### src/design/fkect_pkg.sv
`timescale 1ns / 1ps
// ---------------------------------------------------------------------------
// Farthest-key eviction cache tags: shared package
// Widths of the item fields, controller states and the command and status
// groups that pass between the controller and the datapath.
// ---------------------------------------------------------------------------
package fkect_pkg;

    // Widths of the request and response fields.
    localparam int KEY_W  = 31;
    localparam int SLOT_W = 4;

    // Controller states.
    typedef enum logic [2:0] {
        ST_IDLE,
        ST_SCAN,
        ST_DRAIN,
        ST_DIST,
        ST_DECIDE,
        ST_COMMIT
    } t_state;

    // Commands from the controller to the datapath.
    typedef struct packed {
        logic start;   // Latch the request key and clear the scan results.
        logic issue;   // Read the next stored key.
        logic gap;     // Form the distances to both eviction candidates.
        logic decide;  // Pick the slot and the victim.
        logic commit;  // Update the tag store and load the response.
    } t_dp_cmd;

    // Status from the datapath to the controller.
    typedef struct packed {
        logic empty;       // No slot holds a key yet.
        logic last_issue;  // The read address is the last filled slot.
        logic out_free;    // The response register can take a new item.
    } t_dp_sts;

endpackage

### src/design/fkect_if.sv
`timescale 1ns / 1ps
// ---------------------------------------------------------------------------
// Farthest-key eviction cache tags: channel interfaces
// Request channel with the line number and response channel with the
// lookup result, both with a valid/ready handshake.
// ---------------------------------------------------------------------------
interface fkect_req_if;
    import fkect_pkg::*;

    logic             valid;
    logic             ready;
    logic [KEY_W-1:0] line_number;

    modport source (output valid, output line_number, input ready);
    modport sink   (input valid, input line_number, output ready);
endinterface

interface fkect_rsp_if;
    import fkect_pkg::*;

    logic              valid;
    logic              ready;
    logic              hit;
    logic [SLOT_W-1:0] slot;
    logic              evicted;
    logic [KEY_W-1:0]  evicted_line;

    modport source (output valid, output hit, output slot, output evicted,
                    output evicted_line, input ready);
    modport sink   (input valid, input hit, input slot, input evicted,
                    input evicted_line, output ready);
endinterface

### src/design/fkect_ram.sv
`timescale 1ns / 1ps
// ---------------------------------------------------------------------------
// Farthest-key eviction cache tags: generic RAM
// One write port and one read port with registered read data.
// ---------------------------------------------------------------------------
module fkect_ram #(
    parameter int WIDTH = 31,
    parameter int DEPTH = 16
) (
    input  logic                     i_clk,
    input  logic                     i_we,
    input  logic [$clog2(DEPTH)-1:0] i_waddr,
    input  logic [WIDTH-1:0]         i_wdata,
    input  logic [$clog2(DEPTH)-1:0] i_raddr,
    output logic [WIDTH-1:0]         o_rdata
);

    logic [WIDTH-1:0] r_mem [DEPTH];
    logic [WIDTH-1:0] r_rdata;

    // Write port and registered read port.
    always_ff @(posedge i_clk) begin
        if (i_we) begin
            r_mem[i_waddr] <= i_wdata;
        end
        r_rdata <= r_mem[i_raddr];
    end

    assign o_rdata = r_rdata;

endmodule

### src/design/fkect_dp.sv
`timescale 1ns / 1ps
// ---------------------------------------------------------------------------
// Farthest-key eviction cache tags: datapath
// Holds the tag RAM and the fill count, scans the stored keys one per cycle
// for a match and for the smallest nonzero and largest key, chooses the
// victim and holds the response register.
// ---------------------------------------------------------------------------
module fkect_dp #(
    parameter int CAPACITY = 16
) (
    input  logic                          i_clk,
    input  logic                          i_rst_n,
    input  fkect_pkg::t_dp_cmd            i_cmd,
    output fkect_pkg::t_dp_sts            o_sts,
    input  logic [fkect_pkg::KEY_W-1:0]   i_line_number,
    input  logic                          i_rsp_ready,
    output logic                          o_rsp_valid,
    output logic                          o_hit,
    output logic [fkect_pkg::SLOT_W-1:0]  o_slot,
    output logic                          o_evicted,
    output logic [fkect_pkg::KEY_W-1:0]   o_evicted_line
);
    import fkect_pkg::*;

    localparam int IDX_W = $clog2(CAPACITY);
    localparam int CNT_W = $clog2(CAPACITY + 1);

    // Request and fill state.
    logic [KEY_W-1:0] r_key;
    logic [CNT_W-1:0] r_count;
    logic             full;

    // Scan pipeline.
    logic [IDX_W-1:0] r_rd_idx;
    logic             r_dv;
    logic             r_dv_first;
    logic [IDX_W-1:0] r_dv_idx;
    logic [KEY_W-1:0] rd_key;

    // Scan results.
    logic             r_found;
    logic [IDX_W-1:0] r_hit_slot;
    logic [KEY_W-1:0] r_hi_key;
    logic [IDX_W-1:0] r_hi_slot;
    logic             r_have_lo;
    logic [KEY_W-1:0] r_lo_key;
    logic [IDX_W-1:0] r_lo_slot;

    // Distances and decision.
    logic [KEY_W-1:0] r_dist_lo;
    logic [KEY_W-1:0] r_dist_hi;
    logic [IDX_W-1:0] r_sel_slot;
    logic             r_ev;
    logic [KEY_W-1:0] r_ev_line;

    // Response register.
    logic              r_o_valid;
    logic              r_o_hit;
    logic [SLOT_W-1:0] r_o_slot;
    logic              r_o_ev;
    logic [KEY_W-1:0]  r_o_ev_line;
    logic [IDX_W+SLOT_W-1:0] slot_ext;

    assign full = (r_count == CNT_W'(CAPACITY));

    // Tag store.
    fkect_ram #(
        .WIDTH (KEY_W),
        .DEPTH (CAPACITY)
    ) u_tag_ram (
        .i_clk   (i_clk),
        .i_we    (i_cmd.commit && !r_found),
        .i_waddr (r_sel_slot),
        .i_wdata (r_key),
        .i_raddr (r_rd_idx),
        .o_rdata (rd_key)
    );

    // Status to the controller.
    assign o_sts.empty      = (r_count == '0);
    assign o_sts.last_issue = (CNT_W'(r_rd_idx) == r_count - CNT_W'(1));
    assign o_sts.out_free   = !r_o_valid || i_rsp_ready;

    // Request key, read address and read-data tracking.
    always_ff @(posedge i_clk) begin
        if (!i_rst_n) begin
            r_dv <= 1'b0;
        end else begin
            r_dv <= i_cmd.issue;
        end
        if (i_cmd.start) begin
            r_key    <= i_line_number;
            r_rd_idx <= '0;
        end else if (i_cmd.issue) begin
            r_rd_idx <= r_rd_idx + IDX_W'(1);
        end
        r_dv_first <= (r_rd_idx == '0);
        r_dv_idx   <= r_rd_idx;
    end

    // Match, largest key and smallest nonzero key over the scanned slots.
    always_ff @(posedge i_clk) begin
        if (i_cmd.start) begin
            r_found   <= 1'b0;
            r_have_lo <= 1'b0;
        end else if (r_dv) begin
            if (!r_found && rd_key == r_key) begin
                r_found    <= 1'b1;
                r_hit_slot <= r_dv_idx;
            end
            if (r_dv_first || rd_key > r_hi_key) begin
                r_hi_key  <= rd_key;
                r_hi_slot <= r_dv_idx;
            end
            if (rd_key != '0 && (!r_have_lo || rd_key < r_lo_key)) begin
                r_have_lo <= 1'b1;
                r_lo_key  <= rd_key;
                r_lo_slot <= r_dv_idx;
            end
        end
    end

    // Distances from the request to both candidates.
    always_ff @(posedge i_clk) begin
        if (i_cmd.gap) begin
            r_dist_lo <= (r_key >= r_lo_key) ? r_key - r_lo_key : r_lo_key - r_key;
            r_dist_hi <= (r_hi_key >= r_key) ? r_hi_key - r_key : r_key - r_hi_key;
        end
    end

    // Slot choice: the hit slot, the lowest free slot or the farther victim.
    always_ff @(posedge i_clk) begin
        if (i_cmd.decide) begin
            if (r_found) begin
                r_sel_slot <= r_hit_slot;
                r_ev       <= 1'b0;
                r_ev_line  <= '0;
            end else if (!full) begin
                r_sel_slot <= r_count[IDX_W-1:0];
                r_ev       <= 1'b0;
                r_ev_line  <= '0;
            end else if (r_have_lo && r_dist_lo >= r_dist_hi) begin
                r_sel_slot <= r_lo_slot;
                r_ev       <= 1'b1;
                r_ev_line  <= r_lo_key;
            end else begin
                r_sel_slot <= r_hi_slot;
                r_ev       <= 1'b1;
                r_ev_line  <= r_hi_key;
            end
        end
    end

    // Fill count grows by one for each miss that lands in a free slot.
    always_ff @(posedge i_clk) begin
        if (!i_rst_n) begin
            r_count <= '0;
        end else if (i_cmd.commit && !r_found && !full) begin
            r_count <= r_count + CNT_W'(1);
        end
    end

    assign slot_ext = {{SLOT_W{1'b0}}, r_sel_slot};

    // Response register.
    always_ff @(posedge i_clk) begin
        if (!i_rst_n) begin
            r_o_valid <= 1'b0;
        end else if (i_cmd.commit) begin
            r_o_valid <= 1'b1;
        end else if (i_rsp_ready) begin
            r_o_valid <= 1'b0;
        end
        if (i_cmd.commit) begin
            r_o_hit     <= r_found;
            r_o_slot    <= slot_ext[SLOT_W-1:0];
            r_o_ev      <= r_ev;
            r_o_ev_line <= r_ev_line;
        end
    end

    assign o_rsp_valid    = r_o_valid;
    assign o_hit          = r_o_hit;
    assign o_slot         = r_o_slot;
    assign o_evicted      = r_o_ev;
    assign o_evicted_line = r_o_ev_line;

    // The fill count never passes the capacity.
    a_count_bound: assert property (@(posedge i_clk) disable iff (!i_rst_n)
        r_count <= CNT_W'(CAPACITY))
        else $error("fill count exceeds capacity");

    // An eviction is committed only when every slot is filled.
    a_evict_full: assert property (@(posedge i_clk) disable iff (!i_rst_n)
        i_cmd.commit && r_ev |-> full && !r_found)
        else $error("eviction with a free slot or on a hit");

    // A hit response never reports an eviction.
    a_hit_no_evict: assert property (@(posedge i_clk) disable iff (!i_rst_n)
        r_o_valid && r_o_hit |-> !r_o_ev)
        else $error("hit response carries an eviction");

endmodule

### src/design/fkect_ctrl.sv
`timescale 1ns / 1ps
// ---------------------------------------------------------------------------
// Farthest-key eviction cache tags: controller
// Sequences one request through the scan of the filled slots, the distance
// and decision steps and the commit into the response register.
// ---------------------------------------------------------------------------
module fkect_ctrl (
    input  logic               i_clk,
    input  logic               i_rst_n,
    input  logic               i_req_valid,
    output logic               o_req_ready,
    input  fkect_pkg::t_dp_sts i_sts,
    output fkect_pkg::t_dp_cmd o_cmd
);
    import fkect_pkg::*;

    t_state r_state;
    t_state n_state;

    // State register.
    always_ff @(posedge i_clk) begin
        if (!i_rst_n) begin
            r_state <= ST_IDLE;
        end else begin
            r_state <= n_state;
        end
    end

    // Next state.
    always_comb begin
        n_state = r_state;
        case (r_state)
            ST_IDLE: begin
                if (i_req_valid) begin
                    n_state = i_sts.empty ? ST_DIST : ST_SCAN;
                end
            end
            ST_SCAN: begin
                if (i_sts.last_issue) begin
                    n_state = ST_DRAIN;
                end
            end
            ST_DRAIN:  n_state = ST_DIST;
            ST_DIST:   n_state = ST_DECIDE;
            ST_DECIDE: n_state = ST_COMMIT;
            ST_COMMIT: begin
                if (i_sts.out_free) begin
                    n_state = ST_IDLE;
                end
            end
            default:   n_state = ST_IDLE;
        endcase
    end

    // Outputs.
    always_comb begin
        o_cmd       = '0;
        o_req_ready = 1'b0;
        case (r_state)
            ST_IDLE: begin
                o_req_ready = 1'b1;
                o_cmd.start = i_req_valid;
            end
            ST_SCAN:   o_cmd.issue  = 1'b1;
            ST_DIST:   o_cmd.gap    = 1'b1;
            ST_DECIDE: o_cmd.decide = 1'b1;
            ST_COMMIT: o_cmd.commit = i_sts.out_free;
            default: begin
                o_cmd       = '0;
                o_req_ready = 1'b0;
            end
        endcase
    end

    // A commit never overwrites a response that is still waiting.
    a_commit_free: assert property (@(posedge i_clk) disable iff (!i_rst_n)
        o_cmd.commit |-> i_sts.out_free)
        else $error("commit while the response register is busy");

    // A request accepted into an empty table skips the scan.
    a_empty_skip: assert property (@(posedge i_clk) disable iff (!i_rst_n)
        o_cmd.start && i_sts.empty |=> r_state == ST_DIST)
        else $error("scan started on an empty table");

    // The scan always ends through the drain step.
    a_scan_drain: assert property (@(posedge i_clk) disable iff (!i_rst_n)
        r_state == ST_SCAN && i_sts.last_issue |=> r_state == ST_DRAIN)
        else $error("scan did not end in the drain step");

endmodule

### src/design/farthest_key_eviction_cache_tags_top.sv
`timescale 1ns / 1ps
// From request acceptance to response valid a request passes the scan of the filled slots,
// in which the tag RAM read port reads one stored key per cycle, and the drain step after it;
// an empty table skips both. The distance, decision and commit steps follow.
// Requests are handled one at a time; a new request is taken while the previous response
// waits, and its commit waits for that response.
// Reset clears the fill count, which marks every slot empty, the response valid and the FSM.
// ---------------------------------------------------------------------------
// Farthest-key eviction cache tags: top level
// Tag lookup with lowest-free-slot fill and farthest-key eviction.
// ---------------------------------------------------------------------------
module farthest_key_eviction_cache_tags_top #(
    parameter int CAPACITY = 16
) (
    input  logic        i_clk,
    input  logic        i_rst_n,
    fkect_req_if.sink   i_req,
    fkect_rsp_if.source o_rsp
);
    import fkect_pkg::*;

    t_dp_cmd cmd;
    t_dp_sts sts;

    // Controller.
    fkect_ctrl u_ctrl (
        .i_clk       (i_clk),
        .i_rst_n     (i_rst_n),
        .i_req_valid (i_req.valid),
        .o_req_ready (i_req.ready),
        .i_sts       (sts),
        .o_cmd       (cmd)
    );

    // Datapath.
    fkect_dp #(
        .CAPACITY (CAPACITY)
    ) u_dp (
        .i_clk          (i_clk),
        .i_rst_n        (i_rst_n),
        .i_cmd          (cmd),
        .o_sts          (sts),
        .i_line_number  (i_req.line_number),
        .i_rsp_ready    (o_rsp.ready),
        .o_rsp_valid    (o_rsp.valid),
        .o_hit          (o_rsp.hit),
        .o_slot         (o_rsp.slot),
        .o_evicted      (o_rsp.evicted),
        .o_evicted_line (o_rsp.evicted_line)
    );

endmodule

### src/flat_wrapper.sv
// flat-port wrapper written by rule: the top's interface ports become plain ports
module farthest_key_eviction_cache_tags_top_flat import fkect_pkg::*;
#(
    parameter int CAPACITY = 16
)
  (i_clk, i_rst_n, i_req_valid, i_req_line_number, i_req_ready, o_rsp_valid, o_rsp_hit, o_rsp_slot, o_rsp_evicted, o_rsp_evicted_line, o_rsp_ready);
  fkect_req_if i_req_i ();
  fkect_rsp_if o_rsp_i ();
  input  logic i_clk;
  input  logic i_rst_n;
  input wire logic [$bits(i_req_i.valid)-1:0] i_req_valid;
  input wire logic [$bits(i_req_i.line_number)-1:0] i_req_line_number;
  output wire logic [$bits(i_req_i.ready)-1:0] i_req_ready;
  output wire logic [$bits(o_rsp_i.valid)-1:0] o_rsp_valid;
  output wire logic [$bits(o_rsp_i.hit)-1:0] o_rsp_hit;
  output wire logic [$bits(o_rsp_i.slot)-1:0] o_rsp_slot;
  output wire logic [$bits(o_rsp_i.evicted)-1:0] o_rsp_evicted;
  output wire logic [$bits(o_rsp_i.evicted_line)-1:0] o_rsp_evicted_line;
  input wire logic [$bits(o_rsp_i.ready)-1:0] o_rsp_ready;
  assign i_req_i.valid = i_req_valid;
  assign i_req_i.line_number = i_req_line_number;
  assign i_req_ready = i_req_i.ready;
  assign o_rsp_valid = o_rsp_i.valid;
  assign o_rsp_hit = o_rsp_i.hit;
  assign o_rsp_slot = o_rsp_i.slot;
  assign o_rsp_evicted = o_rsp_i.evicted;
  assign o_rsp_evicted_line = o_rsp_i.evicted_line;
  assign o_rsp_i.ready = o_rsp_ready;
  farthest_key_eviction_cache_tags_top #(.CAPACITY(CAPACITY)) u_core (.i_clk(i_clk), .i_rst_n(i_rst_n), .i_req(i_req_i), .o_rsp(o_rsp_i));
endmodule
### config.mk
export PLATFORM = sky130hd
export DESIGN_NAME = farthest_key_eviction_cache_tags_top_flat
export DESIGN_NICKNAME = d
export VERILOG_FILES = /design/src/design/fkect_pkg.sv /design/src/design/fkect_if.sv /design/src/design/fkect_ram.sv /design/src/design/fkect_dp.sv /design/src/design/fkect_ctrl.sv /design/src/design/farthest_key_eviction_cache_tags_top.sv /design/src/flat_wrapper.sv
export SDC_FILE = /design/constraint.sdc
export NUM_CORES = 1
export LEC_CHECK = 0
export ABC_AREA = 1
export BUFFER_PORTS_ARGS = -buffer_cell sky130_fd_sc_hd__buf_2
export CAP_MARGIN = 5
export CELL_PAD_IN_SITES_DETAIL_PLACEMENT = 0
export CELL_PAD_IN_SITES_GLOBAL_PLACEMENT = 2
export CORE_MARGIN = 5
export CORE_UTILIZATION = 35
export CTS_CLUSTER_DIAMETER = 50
export CTS_CLUSTER_SIZE = 10
export DETAILED_ROUTE_END_ITERATION = 8
export GPL_TIMING_DRIVEN = 0
export PLACE_DENSITY_LB_ADDON = 0.1
export SYNTH_ARGS = -nofsm -noshare
export SYNTH_HDL_FRONTEND = slang
export SYNTH_SLANG_ARGS = --single-unit
### constraint.sdc
create_clock -name i_clk -period 9.9 [get_ports i_clk]
set_clock_uncertainty 0.15 [all_clocks]
set_input_delay 1.98 -clock i_clk [delete_from_list [all_inputs] [get_ports i_clk]]
set_output_delay 1.98 -clock i_clk [all_outputs]
set_load 0.01 [all_outputs]
==> results of run 1 <==
-- routing by layer --
metal	track usage, %	routed length (um)	up-vias
met2	43.9	75700	859
li1	-	-	13867
met1	32.2	64200	14389
met3	2.66	7300	262
met4	10.5	7040	0
met5	0	0	-
-- power groups by stage --
stage | sequential (mW) | clock, mW | combinational (mW)
6_report | 4.76 | 3.60 | 4.90
5_1_grt | 4.79 | 3.82 | 5.37
4_1_cts | 4.76 | 3.67 | 4.92
3_5_place_dp | 4.83 | 0 | 4.90
3_3_place_gp | 4.84 | 0 | 4.87
2_1_floorplan | 4.46 | 0 | 2.95
-- path summary, 6_finish.rpt --
| check | start | endpoint | slack [ns] | cells past startpoint |
|---|---|---|---|---|
| setup / recovery | u_core.u_dp.r_key[7]$_DFFE_PP_ | u_core.u_dp.r_dist_hi[4]$_DFFE_PN_ | 4.88 | 12 |
| setup reg to reg | u_core.u_dp.r_key[7]$_DFFE_PP_ | u_core.u_dp.r_dist_hi[4]$_DFFE_PN_ | 4.88 | 12 |
| hold / removal | u_core.u_dp.r_rd_idx[2]$_SDFFE_PP0P_ | u_core.u_dp.r_dv_idx[2]$_DFF_P_ | 0.20 | 0 |
| hold reg to reg | u_core.u_dp.r_rd_idx[2]$_SDFFE_PP0P_ | u_core.u_dp.r_dv_idx[2]$_DFF_P_ | 0.20 | 0 |
-- through the flow --
stage               instances  setup WS, ns
finish                   5612          4.88
global route             5611          4.77
CTS                      5611          4.82
detailed placement       5435          4.84
global placement         5412          3.21
floorplan                3839          5.26
-- registers in the layout, indices dropped and copies added, names as in the netlist, 4 cells and up --
| name | cells |
|---|---|
| u_core.u_dp.u_tag_ram.r_mem | 496 |
| u_core.u_dp.o_evicted_line | 31 |
| u_core.u_dp.r_dist_hi | 31 |
| u_core.u_dp.r_dist_lo | 31 |
| u_core.u_dp.r_ev_line | 31 |
| u_core.u_dp.r_hi_key | 31 |
| u_core.u_dp.r_key | 31 |
| u_core.u_dp.r_lo_key | 31 |
| u_core.u_dp.u_tag_ram.o_rdata | 31 |
| u_core.u_dp.r_count | 5 |
| u_core.u_dp.o_slot | 4 |
| u_core.u_dp.r_dv_idx | 4 |
| u_core.u_dp.r_hi_slot | 4 |
| u_core.u_dp.r_hit_slot | 4 |
| u_core.u_dp.r_lo_slot | 4 |
| u_core.u_dp.r_rd_idx | 4 |
| u_core.u_dp.r_sel_slot | 4 |
-- cells by family (layout without fill, tap and decap cells) --
group / count (synthesis) / in the layout / share of synthesized area (%)
simple gates: 1384 / 1384 / 14.6
fa+ha+maj: 222 / 222 / 7.13
buf+inv: 482 / 754 / 5.02
compound gates: 864 / 864 / 12.3
xor+xnor: 99 / 99 / 2.20
other cells: 0 / 1 / 0
flops: 788 / 788 / 58.7
-- cell type report --
class / count / area, sq um
multi-input combinational: 2569 / 14400
clock inverter: 32 / 382
tap: 1500 / 1880
buffer: 165 / 785
fill: 11019 / 66700
sequential: 788 / 23100
inverter: 317 / 1190
antenna: 1 / 2.50
clock buffer: 144 / 2900
timing repair buffer: 96 / 833
-- cells in the mapped netlist (28+ instances only) --
| master | instances | share of area (%) |
|---|---|---|
| buf_2 | 39 | 0.50 |
| nor2_1 | 465 | 4.4 |
| a21oi_1 | 241 | 3.1 |
| nor3_1 | 30 | 0.38 |
| nand4_1 | 40 | 0.64 |
| inv_1 | 310 | 3.0 |
| ha_1 | 218 | 6.9 |
| clkbuf_1 | 86 | 0.82 |
| nand3_1 | 122 | 1.6 |
| dfxtp_1 | 52 | 2.6 |
| o21ai_1 | 28 | 0.36 |
| o221ai_1 | 49 | 1.1 |
| o21ai_0 | 381 | 4.8 |
| edfxtp_1 | 736 | 56 |
| nand2_1 | 668 | 6.4 |
| xor2_1 | 89 | 2.0 |
| o22ai_1 | 78 | 1.2 |
==> results.toml, run 1 <==
[clock_tree]
clk-insertion-delay-late_ns = 0.70
htreeDepth = 3
post_cts_buffers = 0
cts.sinks = 788
root_buffer = "clkbuf_16"
hold_buffers = 0
cts_buffer_depth = 3
cts_resized = 0
cts_buffers = 104
cts_tree = "yes"
clkTransAtPathRegs_ns = 0.05

[timing]
grt_setup_unrepaired = "false"
maxSlewHeadroom_pct = 8.61
setup_viol = 0
slew_viol_final = 0
hold_viol = 0
tightest_slew_ns = 1.37
period_minus_slack_ns = 5.02
fmax_mhz = 199
fin_hold_ws_ns = 0.198
finalCritPeriodShare_pct = 50.7
fin_setup_tns_ns = 0

[final_layout]
fin_util_pct = 40.6
mostFrequentLayoutCells = "edfxtp_1, nand2_1, nor2_1"
layout.nets = 4298
layout_commonest_cell = "edfxtp_1"
drive_above_1_share_pct = 9.17
finish.instance_area_sq_mm = 0.0455
area_delta_synth_final_pct = 15.6

[global_routing]
grt_pass1_wl_um = 217000
grt_pass1_vias = 29382
grt_max_degree = 34
grt_usage_pct = 25.2
overflow = 0
antenna_found_initial = 6

[status]
status = "completed"

[pwr]
p_switching_mw = 5.56
clock_power_share_pct = 27.2
power.leakage_nw = 17.3
pwr-share-seq_pct = 35.9
p_per_area_mw_per_mm2 = 291
switching_share_pct = 41.9
p_comb_share_pct = 36.9
ir_drop_mv = 0.186
p_int_mw = 7.70
power.total_mw = 13.3

[die]
die_h_um = 345
dieArea_sq_mm = 0.119
fp-row-count = 123
die_x_um = 345
io_pins = 74
initial_core_util_pct = 35.1
core_area_sq_mm = 0.112

[worst_setup_path]
start_kind = "flop"
worst-path-buf-inv = 4
critical_path.cell_chain = "inv_1, ha_1, buf_2, nand2_1, nor2_1, nand4_1, nor3_1, nand3b_2, inv_4, buf_6, nand2_1, nand2_1"
cp-end-kind = "flop"
slowest_stage = "edfxtp_1"
cp_common_cell = "nand2_1"
critPathMaxStageDelay_ns = 1.09
critPathMaxFanout = 19
worstPathRequired_ns = 10.13
worstPathArrival_ns = 5.24
crit_family = "simple AND/OR/NAND/NOR gates"
timing_worst_setup_path_type = "reg -> reg"

[routing]
routed_wirelength_um = 154000
wl_per_cell_um = 27.5
drt-pass1-iter-count = 7
drt-initial-drc-count = 2257
drcViolationCount = 0
route.antenna.remaining_nets = 0
viasPerCell = 5.23
vias = 29377

[yosys]
avgSynthCellArea_sq_um = 10.3
synth_seq_cells = 788
ys_types = 60
ys_seq_area_share_pct = 58.7
synth_edf_count = 736
syn_area_sq_mm = 0.0394
yosysWarnings = 0
synth_nets = 4096
ys_async_sr_fraction_pct = 0
postSynthCellCount = 3839
ys.flop_type = "edfxtp_1"

[placed_design]
dp_hpwl_um = 118000
portBuffers = 73
place_congestion = 0.914
post_dp_cell_area_sq_mm = 0.0423

[hold_path]
hp-class = "reg -> reg"

[run]
maxCapViolCount = 0
Note: power is estimated with default switching activity, not from simulation.
==> inputs of run 2 (changes only) <==
--- a/config.mk
+++ b/config.mk
@@ -5,7 +5,7 @@
 export SDC_FILE = /design/constraint.sdc
 export NUM_CORES = 1
 export LEC_CHECK = 0
-export ABC_AREA = 1
+export ABC_AREA = 0
 export BUFFER_PORTS_ARGS = -buffer_cell sky130_fd_sc_hd__buf_2
 export CAP_MARGIN = 5
 export CELL_PAD_IN_SITES_DETAIL_PLACEMENT = 0
==> constraint.sdc (replaced) <==
create_clock -name i_clk -period 4.5 [get_ports i_clk]
set_clock_uncertainty 0.15 [all_clocks]
set_input_delay 0.9 -clock i_clk [delete_from_list [all_inputs] [get_ports i_clk]]
set_output_delay 0.9 -clock i_clk [all_outputs]
set_load 0.01 [all_outputs]
==> run 2 against run 1 <==
  * Cell count shrank 24%
  * Non-clock buffer count rose by 29
  * Fmax rose by 13%
  * Cell area fell by 2.9%
  * Combinational power rose by 46%
  * Die area shrank 4.7%
  * Via count fell by 21%
  * Sequential cell count stayed put
==> results.toml, run 2 <==
[routing]
wl_per_cell_um = 29.2
drt-pass1-iter-count = 5
routed_wirelength_um = 125000
route.antenna.remaining_nets = 0
drcViolationCount = 0
drt-initial-drc-count = 1885
vias = 23075
viasPerCell = 5.40

[hold_path]
hp-class = "reg -> reg"

[yosys]
synth_nets = 2774
ys_types = 87
synth_seq_cells = 788
yosysWarnings = 0
ys_seq_area_share_pct = 61.8
ys_async_sr_fraction_pct = 0
syn_area_sq_mm = 0.0375
ys.flop_type = "edfxtp_1"
synth_edf_count = 736
yosys.area.top_type = "edfxtp_1"
postSynthCellCount = 2517
yosysMostFrequentCell = "edfxtp_1"
synth_area_leaders = "edfxtp_1, mux4_2, ha_1"
synth_commonest_cells = "edfxtp_1, ha_1, inv_1"
avgSynthCellArea_sq_um = 14.9
netlist.area_leader.share_pct = 59.0

[placed_design]
post_dp_cell_area_sq_mm = 0.0404
portBuffers = 73
dp_hpwl_um = 87700
place_congestion = 0.869

[worst_setup_path]
critPathMaxFanout = 10
worstPathArrival_ns = 4.64
worstPathRequired_ns = 4.71
timing_worst_setup_path_type = "reg -> reg"
cp-end-kind = "flop"
start_kind = "flop"

[pwr]
pwr-share-seq_pct = 38.9
ir_drop_mv = 0.320
p_switching_mw = 8.10
power.total_mw = 24.4
clock_power_share_pct = 31.8
power.leakage_nw = 16.2
p_int_mw = 16.3
p_comb_share_pct = 29.4
switching_share_pct = 33.2
p_per_area_mw_per_mm2 = 552

[die]
fp-row-count = 120
die_x_um = 337
die_h_um = 337
io_pins = 74
dieArea_sq_mm = 0.114
initial_core_util_pct = 35.1
core_area_sq_mm = 0.107

[final_layout]
area_delta_synth_final_pct = 18.0
largest_register_ffs = 496
layout_commonest_cell = "edfxtp_1"
nFillCells = 9688
largest-register = "u_core.u_dp.u_tag_ram.r_mem"
multiInputGateArea_sq_mm = 0.0135
layout.nets = 3058
drive_above_1_share_pct = 20.3
finish.instance_area_sq_mm = 0.0442
mostFrequentLayoutCells = "edfxtp_1, ha_1, inv_1"
register_area_sq_mm = 0.0231

[clock_tree]
cts.sinks = 788
clkTransAtPathRegs_ns = 0.05
cts_buffers = 102
root_buffer = "clkbuf_16"
cts_tree = "yes"
hold_buffers = 0
clk-insertion-delay-late_ns = 0.68
htreeDepth = 3
cts_buffer_depth = 3

[global_routing]
overflow = 0
grt_usage_pct = 21.8
grt_max_degree = 36
grt_pass1_vias = 24109
antenna_found_initial = 4
grt_pass1_wl_um = 176000

[timing]
period_minus_slack_ns = 4.42
finalCritPeriodShare_pct = 98.2
hold_viol = 0
slew_viol_final = 0
fmax_mhz = 226
setup_viol = 0
grt_setup_unrepaired = "false"
tightest_slew_ns = 1.42
maxSlewHeadroom_pct = 4.62

[status]
status = "completed"

[run]
maxCapViolCount = 0
[run 2: changes by cell type in the layout (fill, tap and decap cells not counted), moves of 100 or more]
cell / delta
inv_1: -150
nor2_1: -331
nand3_1: -100
nand2_1: -591
mux4_2: +155
o21ai_0: -278
a21oi_1: -112
[run 2: what timing repair did]
item / 4_1_cts / 5_1_grt
gates cloned: 0 / 0
endpoints found under the setup margin: 59 / 14
endpoints found under the hold margin: 0 / 0
gates resized for setup: 10 / 10
setup buffers: 71 / 0
pin swaps: 0 / 2
[run 2: worst paths after layout]
path	startpoint	to	slack, ns	depth (start not counted)
max	u_core.u_dp.r_key[21]$_DFFE_PP_	u_core.u_dp.r_dist_lo[24]$_DFFE_PN_	0.08	14
max reg2reg	u_core.u_dp.r_key[21]$_DFFE_PP_	u_core.u_dp.r_dist_lo[24]$_DFFE_PN_	0.08	14
min reg2reg	u_core.u_dp.r_rd_idx[2]$_SDFFE_PP0P_	u_core.u_dp.r_dv_idx[2]$_DFF_P_	0.20	0
min	u_core.u_dp.r_rd_idx[2]$_SDFFE_PP0P_	u_core.u_dp.r_dv_idx[2]$_DFF_P_	0.20	0
[run 2: routing by layer]
layer	routed length (um)	vias up	track usage, %
li1	-	10363	-
met1	55200	11909	30.1
met2	59500	625	35.9
met3	5670	178	2.67
met4	4170	0	7.34
met5	0	-	0
[run 2: critical path, cell delays in order, from the launching register on]
cell and delay, ns:
edfxtp_1 0.55, inv_1 0.16, ha_1 0.31, buf_2 0.18, nand4_1 0.30, nor4_4 0.11, a221o_1 0.33, a31oi_2 0.28
and3b_1 0.20, buf_2 0.29, buf_4 0.30, buf_4 0.26, o21ai_0 0.17, nor3_2 0.30, xnor2_1 0.18
[run 2: final cells by class]
class / instances / share of cell area [%]
repair buffers: 180 / 3.39
clock inverters: 38 / 1.12
plain buffers: 110 / 1.13
clock buffers: 130 / 6.13
multi-input cells: 1460 / 30.5
inverters: 159 / 1.35
diodes: 3 / 0.0170
flip-flops and latches: 788 / 52.4
well taps: 1403 / 3.97
[run 2: power by group through the flow]
stage / Clock [mW] / Sequential (mW) / Combinational (mW)
floorplan: 0 / 9.43 / 4.44
global placement: 0 / 9.85 / 6.63
detailed placement: 0 / 9.87 / 6.69
CTS: 7.95 / 9.48 / 7.21
global route: 8.26 / 9.54 / 7.80
finish: 7.75 / 9.48 / 7.17
[run 2: cells by family after synthesis]
| family | share of synthesized area [%] |
|---|---|
| AND/OR/NAND/NOR | 5.81 |
| buffers and inverters | 2.92 |
| flip-flops | 61.8 |
| adder cells (fa/ha/maj) | 7.49 |
| XOR/XNOR | 2.31 |
| AO/OA/AOI/OAI | 8.72 |
| multiplexers | 11.0 |
[run 2: per-stage QoR]
step | setup TNS, ns | std cells | worst slack (ns) | hold WS, ns | util (%)
floorplan | 0 | 2517 | 0.0345 | 0.179 | -
global placement | -1073.19 | 3993 | -3.49 | 0.187 | 37.1
detailed placement | -31.38 | 4029 | -0.946 | 0.203 | 37.8
CTS | 0 | 4268 | 0.00166 | 0.191 | 41.3
global route | 0 | 4268 | 0.0113 | 0.211 | 41.4
finish | 0 | 4271 | 0.0794 | 0.203 | 41.4
==> inputs of run 3 (changes only) <==
--- a/config.mk
+++ b/config.mk
@@ -11,7 +11,7 @@
 export CELL_PAD_IN_SITES_DETAIL_PLACEMENT = 0
 export CELL_PAD_IN_SITES_GLOBAL_PLACEMENT = 2
 export CORE_MARGIN = 5
-export CORE_UTILIZATION = 35
+export CORE_UTILIZATION = 42
 export CTS_CLUSTER_DIAMETER = 50
 export CTS_CLUSTER_SIZE = 10
 export DETAILED_ROUTE_END_ITERATION = 8
==> run 3 against run 2 <==
  * Non-clock buffer count down 9
  * Register-to-register slack hardly changed
  * Critical path depth down 1
  * Sequential share of layout area rose by 0.79 points
  * Routed wire length fell by 6.3%
  * Hold slack got worse by 0.0065 ns
  * Die area fell by 16%
  * Worst setup slack is essentially flat
  * Utilization up 7.8 points
  * First-iteration DRC count grew 4.0%
  * Sequential cell count did not move
  * Count of clock-buffer cells in the layout increased by 12
  * Largest cell class unchanged
==> results.toml, run 3 (synthesis results as in run 2) <==
[worst_setup_path]
critPathMaxStageDelay_ns = 0.49
crit_start = "u_core.u_dp.r_key[7]$_DFFE_PP_"
rrSetupSlack_ns = 0.08
slowest_stage = "o41ai_2"
critPathMaxFanout = 9
r2r_end = "u_core.u_dp.r_dist_lo[28]$_DFFE_PN_"
cp-end-kind = "flop"
timing_worst_setup_path_type = "reg -> reg"
worstPathRequired_ns = 4.74
start_kind = "flop"
crit_family = "simple AND/OR/NAND/NOR gates"
r2r_cells = 13
critical_path.cell_chain = "inv_1, ha_1, clkbuf_1, nand4_1, nor4_1, a221o_1, a31oi_2, and3b_1, buf_2, mux2_4, a2bb2oi_2, o41ai_2, xor2_1"
worstPathArrival_ns = 4.66
worst-path-buf-inv = 3
r2r_start = "u_core.u_dp.r_key[7]$_DFFE_PP_"

[clock_tree]
cts_buffer_depth = 3
clk-insertion-delay-late_ns = 0.67
cts.sinks = 788
htreeDepth = 3
cts_buffers = 99
hold_buffers = 0
clkTransAtPathRegs_ns = 0.06
root_buffer = "clkbuf_16"
cts_tree = "yes"

[timing]
slew_viol_final = 0
fin_ws_ns = 0.0791
fin_setup_tns_ns = 0
maxSlewHeadroom_pct = 17.9
hold_viol = 0
grt_setup_unrepaired = "true"
tightest_slew_ns = 1.22
setup_viol = 0
period_minus_slack_ns = 4.42
finalCritPeriodShare_pct = 98.2
fmax_mhz = 226

[final_layout]
diodes = 0
largest_register_ffs = 496
finalNonFillerCells = 4018
layout_commonest_cell = "edfxtp_1"
drive_above_1_share_pct = 19.4
largest-register = "u_core.u_dp.u_tag_ram.r_mem"
layout.nets = 3046
mostFrequentLayoutCells = "edfxtp_1, ha_1, inv_1"
area_delta_synth_final_pct = 16.2

[die]
initial_core_util_pct = 42.3
die_h_um = 309
fp-row-count = 109
io_pins = 74
core_area_sq_mm = 0.0885
die_x_um = 309
dieArea_sq_mm = 0.0953

[routing]
vias = 23030
viasPerCell = 5.73
drt-pass1-iter-count = 5
routed_wirelength_um = 117000
route.antenna.remaining_nets = 0
wl_per_cell_um = 29.0
drcViolationCount = 0
drt-initial-drc-count = 1961

[pwr]
power.total_mw = 23.8
p_per_area_mw_per_mm2 = 545
power.leakage_nw = 16.0
ir_drop_mv = 0.393

[placed_design]
place_congestion = 0.849
portBuffers = 73
dp_hpwl_um = 82800
place_ws_ns = -0.970
numPlacedInstances = 3786

[global_routing]
overflow = 0
grt_pass1_vias = 23895
grt_pass1_wl_um = 168000
grt_max_degree = 33
antenna_found_initial = 2
grt_usage_pct = 24.5

[status]
status = "completed"

[hold_path]
hold-path-endpoint = "u_core.u_dp.r_dv_idx[3]$_DFF_P_"
hp-class = "reg -> reg"
hp-start = "u_core.u_dp.r_rd_idx[3]$_SDFFE_PP0P_"
worstHoldPathCells = 0

[run]
maxCapViolCount = 0
## run 3: cell types whose count changed in the layout (fill, tap and decap cells not counted), moves of 3 or more
| cell | previous run | this run |
|---|---|---|
| clkinv_2 | 9 | 4 |
| clkbuf_1 | 77 | 91 |
| inv_6 | 3 | 7 |
| buf_6 | 12 | 8 |
| clkinvlp_4 | 6 | 2 |
| bufinv_16 | 7 | 1 |
| diode_2 | 3 | 0 |
| buf_2 | 120 | 124 |
| clkinv_1 | 5 | 2 |
| buf_4 | 63 | 51 |
## run 3: what timing repair did
action                     4_1_cts  5_1_grt
gates resized for setup          8        5
cloned                           0        0
setup endpoints to repair       58       16
hold endpoints to repair         0        0
pin swaps                        0        0
setup buffers                   64        4
## run 3: metrics by stage
step | area [sq um] | hold WS (ns) | utilization, %
floorplan | 37500 | 0.179 | -
global placement | 39300 | 0.200 | 44.4
detailed placement | 40000 | 0.194 | 45.2
CTS | 43500 | 0.198 | 49.1
global route | 43500 | 0.209 | 49.2
finish | 43500 | 0.196 | 49.2
## run 3: how the worst max path moves through the flow
stage	cells after the start	endpoint	slack, ns
6_report	13	u_core.u_dp.r_dist_lo[28]$_DFFE_PN_	0.08
2_1_floorplan	5	u_core.u_dp.u_tag_ram.r_mem[2][0]$_DFFE_PP_	0.03
3_5_place_dp	12	u_core.u_dp.r_dist_lo[13]$_DFFE_PN_	-0.97
4_1_cts	10	u_core.u_dp.r_dist_hi[24]$_DFFE_PN_	0.05
5_1_grt	13	u_core.u_dp.r_dist_lo[28]$_DFFE_PN_	-0.02
3_3_place_gp	6	u_core.u_dp.u_tag_ram.r_mem[1][8]$_DFFE_PP_	-2.98
## run 3: routing by layer
layer / GRT usage (%) / vias up / part of all wire [%] / routed length [um]
li1: - / 10327 / - / -
met1: 34.1 / 11828 / 44 / 51300
met2: 40.9 / 700 / 48 / 56300
met3: 3.22 / 175 / 4.7 / 5450
met4: 7.41 / 0 / 3.1 / 3670
met5: 0 / - / 0 / 0
## run 3: power breakdown
| part | internal [mW] | switching (mW) | leakage, nW |
|---|---|---|---|
| clock | 4.24 | 3.00 | 1.43 |
| combinational | 2.78 | 4.23 | 7.46 |
| sequential | 8.85 | 0.654 | 7.14 |
| total | 15.9 | 7.87 | 16.0 |
## run 3: cell type report
cell class	count	area, sq um
Multi-Input combinational cell	1460	13400
Timing Repair Buffer	172	1440
Clock buffer	142	2710
Tap cell	1165	1460
Clock inverter	23	256
Sequential cell	788	23100
Inverter	159	597
Fill cell	7635	45000
Buffer	109	499
## run 3: worst register-to-register path, cell delays in order (launching register included)
cell and delay, ns:
edfxtp_1 0.45, inv_1 0.12, ha_1 0.29, clkbuf_1 0.33
nand4_1 0.44, nor4_1 0.45, a221o_1 0.22, a31oi_2 0.07
and3b_1 0.21, buf_2 0.21, mux2_4 0.38, a2bb2oi_2 0.19
o41ai_2 0.49, xor2_1 0.14
